`src/rtl/core/enfa_pkg.sv`:
```
// Shared types, request codes and controller command encodings for the epsilon-NFA matcher.
package enfa_pkg;

   localparam int TYPE_W      = 3;
   localparam int STATE_F_W   = 4;
   localparam int SYM_W       = 8;
   localparam int MASK_OUT_W  = 16;
   localparam int STATE_EXT_W = 7;
   localparam int CSR_ADDR_W  = 2;
   localparam int CSR_DATA_W  = 32;

   localparam logic [CSR_ADDR_W-1:0] CSR_EPS_CHAR = 2'd0;

   localparam logic [TYPE_W-1:0] REQ_CLEAR  = 3'd0;
   localparam logic [TYPE_W-1:0] REQ_ADD    = 3'd1;
   localparam logic [TYPE_W-1:0] REQ_FLAGS  = 3'd2;
   localparam logic [TYPE_W-1:0] REQ_BEGIN  = 3'd3;
   localparam logic [TYPE_W-1:0] REQ_SYMBOL = 3'd4;

   typedef struct packed {
      logic [TYPE_W-1:0]    req_type;
      logic [STATE_F_W-1:0] from_state;
      logic [STATE_F_W-1:0] to_state;
      logic [SYM_W-1:0]     symbol;
      logic                 is_start;
      logic                 is_accepting;
   } req_item_type;

   typedef struct packed {
      logic                  accepted;
      logic                  alive;
      logic [MASK_OUT_W-1:0] active_states;
   } rsp_item_type;

   typedef enum logic [3:0] {
      OP_IDLE,
      OP_CAPTURE,
      OP_CLEAR_START,
      OP_CLEAR_STEP,
      OP_ADD_READ,
      OP_ADD_WRITE,
      OP_SET_FLAGS,
      OP_BEGIN,
      OP_MOVE_START,
      OP_MOVE_READ,
      OP_CLOSE_START,
      OP_CLOSE_READ,
      OP_DRAIN,
      OP_COMMIT
   } dp_op_type;

   typedef struct packed {
      dp_op_type op;
      logic      load_rsp;
   } dp_cmd_type;

   typedef struct packed {
      logic [TYPE_W-1:0] req_code;
      logic              idx_last;
      logic              clear_last;
      logic              changed;
   } dp_status_type;

endpackage

```
`src/rtl/core/enfa_ctrl.sv`:
```
// Controller state machine that sequences each transaction through the datapath.
module enfa_ctrl (
   input  logic                    clock,
   input  logic                    reset,
   input  logic                    req_valid,
   output logic                    req_stall,
   input  logic                    out_free,
   input  enfa_pkg::dp_status_type status,
   output enfa_pkg::dp_cmd_type    cmd
);
   import enfa_pkg::*;

   typedef enum logic [3:0] {
      ST_WIPE,
      ST_IDLE,
      ST_DISPATCH,
      ST_CLEAR,
      ST_ADD_WRITE,
      ST_MOVE,
      ST_MOVE_TAIL,
      ST_CLOSE,
      ST_CLOSE_TAIL,
      ST_CLOSE_CHECK,
      ST_FINISH
   } state_type;

   state_type state_ff, state_in;

   always_comb begin
      state_in     = state_ff;
      cmd.op       = OP_IDLE;
      cmd.load_rsp = 1'b0;
      unique case (state_ff)
         ST_WIPE: begin
            cmd.op = OP_CLEAR_STEP;
            if (status.clear_last) begin
               state_in = ST_IDLE;
            end
         end
         ST_IDLE: begin
            if (req_valid) begin
               cmd.op   = OP_CAPTURE;
               state_in = ST_DISPATCH;
            end
         end
         ST_DISPATCH: begin
            unique case (status.req_code)
               REQ_CLEAR: begin
                  cmd.op   = OP_CLEAR_START;
                  state_in = ST_CLEAR;
               end
               REQ_ADD: begin
                  cmd.op   = OP_ADD_READ;
                  state_in = ST_ADD_WRITE;
               end
               REQ_FLAGS: begin
                  cmd.op   = OP_SET_FLAGS;
                  state_in = ST_FINISH;
               end
               REQ_BEGIN: begin
                  cmd.op   = OP_BEGIN;
                  state_in = ST_CLOSE;
               end
               REQ_SYMBOL: begin
                  cmd.op   = OP_MOVE_START;
                  state_in = ST_MOVE;
               end
               default: state_in = ST_FINISH;
            endcase
         end
         ST_CLEAR: begin
            cmd.op = OP_CLEAR_STEP;
            if (status.clear_last) begin
               state_in = ST_FINISH;
            end
         end
         ST_ADD_WRITE: begin
            cmd.op   = OP_ADD_WRITE;
            state_in = ST_FINISH;
         end
         ST_MOVE: begin
            cmd.op = OP_MOVE_READ;
            if (status.idx_last) begin
               state_in = ST_MOVE_TAIL;
            end
         end
         ST_MOVE_TAIL: begin
            // The last move row is folded in while the closure sweep is armed.
            cmd.op   = OP_CLOSE_START;
            state_in = ST_CLOSE;
         end
         ST_CLOSE: begin
            cmd.op = OP_CLOSE_READ;
            if (status.idx_last) begin
               state_in = ST_CLOSE_TAIL;
            end
         end
         ST_CLOSE_TAIL: begin
            cmd.op   = OP_DRAIN;
            state_in = ST_CLOSE_CHECK;
         end
         ST_CLOSE_CHECK: begin
            // A pass that added nothing means the set is closed.
            if (status.changed) begin
               cmd.op   = OP_CLOSE_START;
               state_in = ST_CLOSE;
            end else begin
               cmd.op   = OP_COMMIT;
               state_in = ST_FINISH;
            end
         end
         ST_FINISH: begin
            if (out_free) begin
               cmd.load_rsp = 1'b1;
               state_in     = ST_IDLE;
            end
         end
         default: state_in = ST_IDLE;
      endcase
   end

   always_ff @(posedge clock) begin
      if (reset) begin
         state_ff <= ST_WIPE;
      end else begin
         state_ff <= state_in;
      end
   end

   assign req_stall = state_ff != ST_IDLE;

endmodule

```
`config.mk`:
```
export PLATFORM = sky130hd
export DESIGN_NAME = enfa_ctrl
export DESIGN_NICKNAME = d
export VERILOG_FILES = /design/src/rtl/core/enfa_pkg.sv /design/src/rtl/core/enfa_ctrl.sv
export SDC_FILE = /design/constraint.sdc
export NUM_CORES = 1
export LEC_CHECK = 0
export BUFFER_PORTS_ARGS = -buffer_cell sky130_fd_sc_hd__buf_2
export CAP_MARGIN = 40
export CORE_AREA = 4 4 41 43
export CTS_BUF_LIST = sky130_fd_sc_hd__clkbuf_16
export CTS_CLUSTER_SIZE = 20
export DETAILED_ROUTE_END_ITERATION = 6
export DIE_AREA = 0 0 45 47
export GPL_TIMING_DRIVEN = 0
export PLACE_DENSITY = 0.69
export SLEW_MARGIN = 10
export SYNTH_ARGS = -nofsm -noshare
export SYNTH_HDL_FRONTEND = slang
export SYNTH_SLANG_ARGS = --single-unit
```
`constraint.sdc`:
```
create_clock -name clock -period 2 [get_ports clock]
set_clock_uncertainty 0.15 [all_clocks]
set_input_delay 0.2 -clock clock [delete_from_list [all_inputs] [get_ports clock]]
set_output_delay 0.2 -clock clock [all_outputs]
set_load 0.03 [all_outputs]
```
==> impl_metrics.json <==
{
  "status": "complete, no violations",
  "drc": 0,
  "track_usage": 0.2054,
  "critical_path.max_fanout": 9,
  "wl_per_cell_um": 16.72,
  "regMostFlops": "state_ff",
  "synth_edf_count": 0,
  "drive_gt1_frac": 0.4141,
  "fp.dieW_um": 45,
  "final_cell_mix": "buf_2 (13), buf_4 (6), nor2b_1 (6)",
  "grt_max_degree": 11,
  "seq_area_frac_synth": 0.1359,
  "cp_slowest_cell": "or3_4",
  "critPathCaptureType": "output port",
  "maxCapViolations": 0,
  "drt_pre_antenna_iters": 4,
  "ctsHoldBuffers": 0,
  "worstPathRequired_ns": 1.65,
  "postRouteAntennaNets": 0,
  "power.density_nw_per_um2": 647.0,
  "die-area_um2": 2115,
  "gp_routability_congestion": 0.8628,
  "period_needed_ns": 1.957,
  "reg2reg_slack_ns": 0.34,
  "crit_buf_inv": 2,
  "clk_path_buf_depth": 2,
  "rr_startpoint": "state_ff[3]$_SDFFE_PP0P_",
  "synthArstFlopShare": 0,
  "min_period_over_period": 0.9786,
  "hold_violations": 0,
  "cp.depth": 6,
  "cts_sinks": 4,
  "ir_worst_vdd_mv": 0.7815,
  "cp-startpoint": "state_ff[3]$_SDFFE_PP0P_",
  "syn_area_per_cell_um2": 7.460,
  "drv_slew": 0,
  "routed_wirelength_um": 1906,
  "top_regs": "state_ff (4)",
  "ios": 16,
  "clk_latency_ns": 0.22,
  "ff2ff_path_depth": 6,
  "cp_data_arrival_time_ns": 1.61,
  "dieHeight_um": 47,
  "cts_tree": "built",
  "cp_slowest_stage_delay_ns": 0.37,
  "netlist-cell-type-count": 44,
  "core_area_um2": 1301,
  "initial_core_util": 0.4529,
  "cp_top_family": "simple AND/OR/NAND/NOR gates",
  "cp-endpoint": "cmd[2]",
  "place_hpwl_um": 1249,
  "grt_pass1_vias": 674,
  "syn_to_final_growth_pct": 46.07,
  "synth_ff_type": "dfxtp_1",
  "core.rowCount": 13,
  "grt_pass1_wl_um": 3167,
  "crit_chain": "buf_4, nor2_4, nand2_1, or3_4, o221ai_4, buf_6",
  "cts_max_level": 1,
  "power.total_uw": 556.9,
  "fin_cells": 114,
  "vias_per_cell": 6.246,
  "largest_reg_flops": 4,
  "grt_overflow_total": 0,
  "fmax_ghz": 0.5109,
  "drtIter0Drc": 20,
  "critical_path_class": "reg2out",
  "leakagePower_nw": 0.3547,
  "root_buffer": "clkbuf_16",
  "vias": 712,
  "synth.ff_latch_count": 4,
  "yosys_warnings": 0,
  "syn_inst": 79,
  "setup_violations": 0,
  "antenna_cells": 0,
  "cp-start-kind": "register",
  "hp-class": "in2reg",
  "port_buffers": 15,
  "synth_area_um2": 589.3,
  "slew-limit-headroom": 0.7054,
  "synthesis.nets": 89,
  "reg2reg_to": "state_ff[3]$_SDFFE_PP0P_",
  "antenna_found_initial": 0,
  "numCtsBuffers": 3,
  "dpl.cell_count": 109,
  "rsz0062_at_grt": "yes",
  "worst_pin_slew_ns": 0.4358,
  "layout.nets": 111,
  "clk_pin_slew_worst_paths_ns": 0.03,
  "final_common_cell": "buf_2"
}
cells in the mapped netlist, drive strengths merged (2+ instances only):
| cell | instances | area, um2 |
|---|---|---|
| inv | 3 | 11.26 |
| nor4b | 2 | 17.52 |
| dfxtp | 4 | 80.08 |
| o21ai | 4 | 20.01 |
| nor2b | 6 | 37.54 |
| nor4bb | 2 | 20.02 |
| a211oi | 3 | 22.52 |
| or2 | 2 | 12.52 |
| nand2 | 5 | 21.27 |
| o221ai | 2 | 17.52 |
| buf | 7 | 50.05 |
| a21oi | 5 | 25.02 |
| o31ai | 4 | 35.03 |
| nor3 | 3 | 15.01 |
| nor2 | 5 | 18.77 |
metal layers:
layer | vias to the layer above | part of all wire | global-route usage
met2 | 36 | 0.50 | 0.3390
li1 | 344 | - | -
met3 | 6 | 0.078 | 0.05364
met4 | 0 | 0.021 | 0.06433
met5 | - | 0 | 0
met1 | 326 | 0.40 | 0.2614
worst reg2reg max path: stages (launching register included):
cell      delay [ns]
dfxtp_1         0.30
buf_4           0.16
clkbuf_4        0.19
xor2_1          0.17
a22o_1          0.21
a211oi_1        0.25
nor3_1          0.09
power breakdown:
group          switching, mW  total, mW  internal, mW
combinational         0.0936      0.164        0.0704
sequential           0.00151     0.0851        0.0836
clock                 0.0527      0.308         0.255
total                  0.148      0.557         0.409
layout make-up:
type,instances,area (um2)
multi-input cells,64,505.5
fillers,102,440.4
repair buffers,17,101.3
flip-flops and latches,4,80.08
clock buffers,3,75.07
plain buffers,8,68.82
well taps,15,18.77
inverters,3,11.26
metrics by stage:
step	worst slack [ns]	utilization	TNS (ns)	hold WS (ns)	cell area (um2)
5_1_grt	-0.03601	0.6615	-0.05251	0.08495	860.8
3_5_place_dp	0.1541	0.5250	0	0.2951	683.2
6_report	0.04272	0.6615	0	0.08353	860.8
2_1_floorplan	0.1528	-	0	0.1293	589.3
3_3_place_gp	0.1915	0.5250	0	0.2951	683.2
4_1_cts	0.0002331	0.6173	0	0.07621	803.3
worst min path at each step:
stage / to / cells past startpoint / slack [ns] / startpoint
final: state_ff[3]$_SDFFE_PP0P_ / 2 / 0.08 / reset
after global routing: state_ff[3]$_SDFFE_PP0P_ / 2 / 0.08 / reset
after CTS: state_ff[3]$_SDFFE_PP0P_ / 2 / 0.08 / reset
after detailed placement: state_ff[3]$_SDFFE_PP0P_ / 2 / 0.30 / reset
after global placement: state_ff[3]$_SDFFE_PP0P_ / 2 / 0.30 / reset
after floorplan: state_ff[3]$_SDFFE_PP0P_ / 1 / 0.13 / reset
kinds of logic (layout without fill, tap and decap cells):
group | Yosys count | count (layout) | synth area share
XOR/XNOR | 1 | 1 | 0.01486
multiplexers | 1 | 1 | 0.01699
AO/OA/AOI/OAI | 30 | 30 | 0.3801
buffers and inverters | 11 | 31 | 0.1253
flip-flops | 4 | 4 | 0.1359
AND/OR/NAND/NOR | 32 | 32 | 0.3270
repair_timing:
| action | in CTS | in global routing |
|---|---|---|
| buffers inserted | 2 | 0 |
| pin swaps | 0 | 1 |
| hold endpoints to repair | 0 | 0 |
| setup endpoints to repair | 3 | 4 |
| gates resized for setup | 7 | 19 |
(Power assumes the default switching activity.)
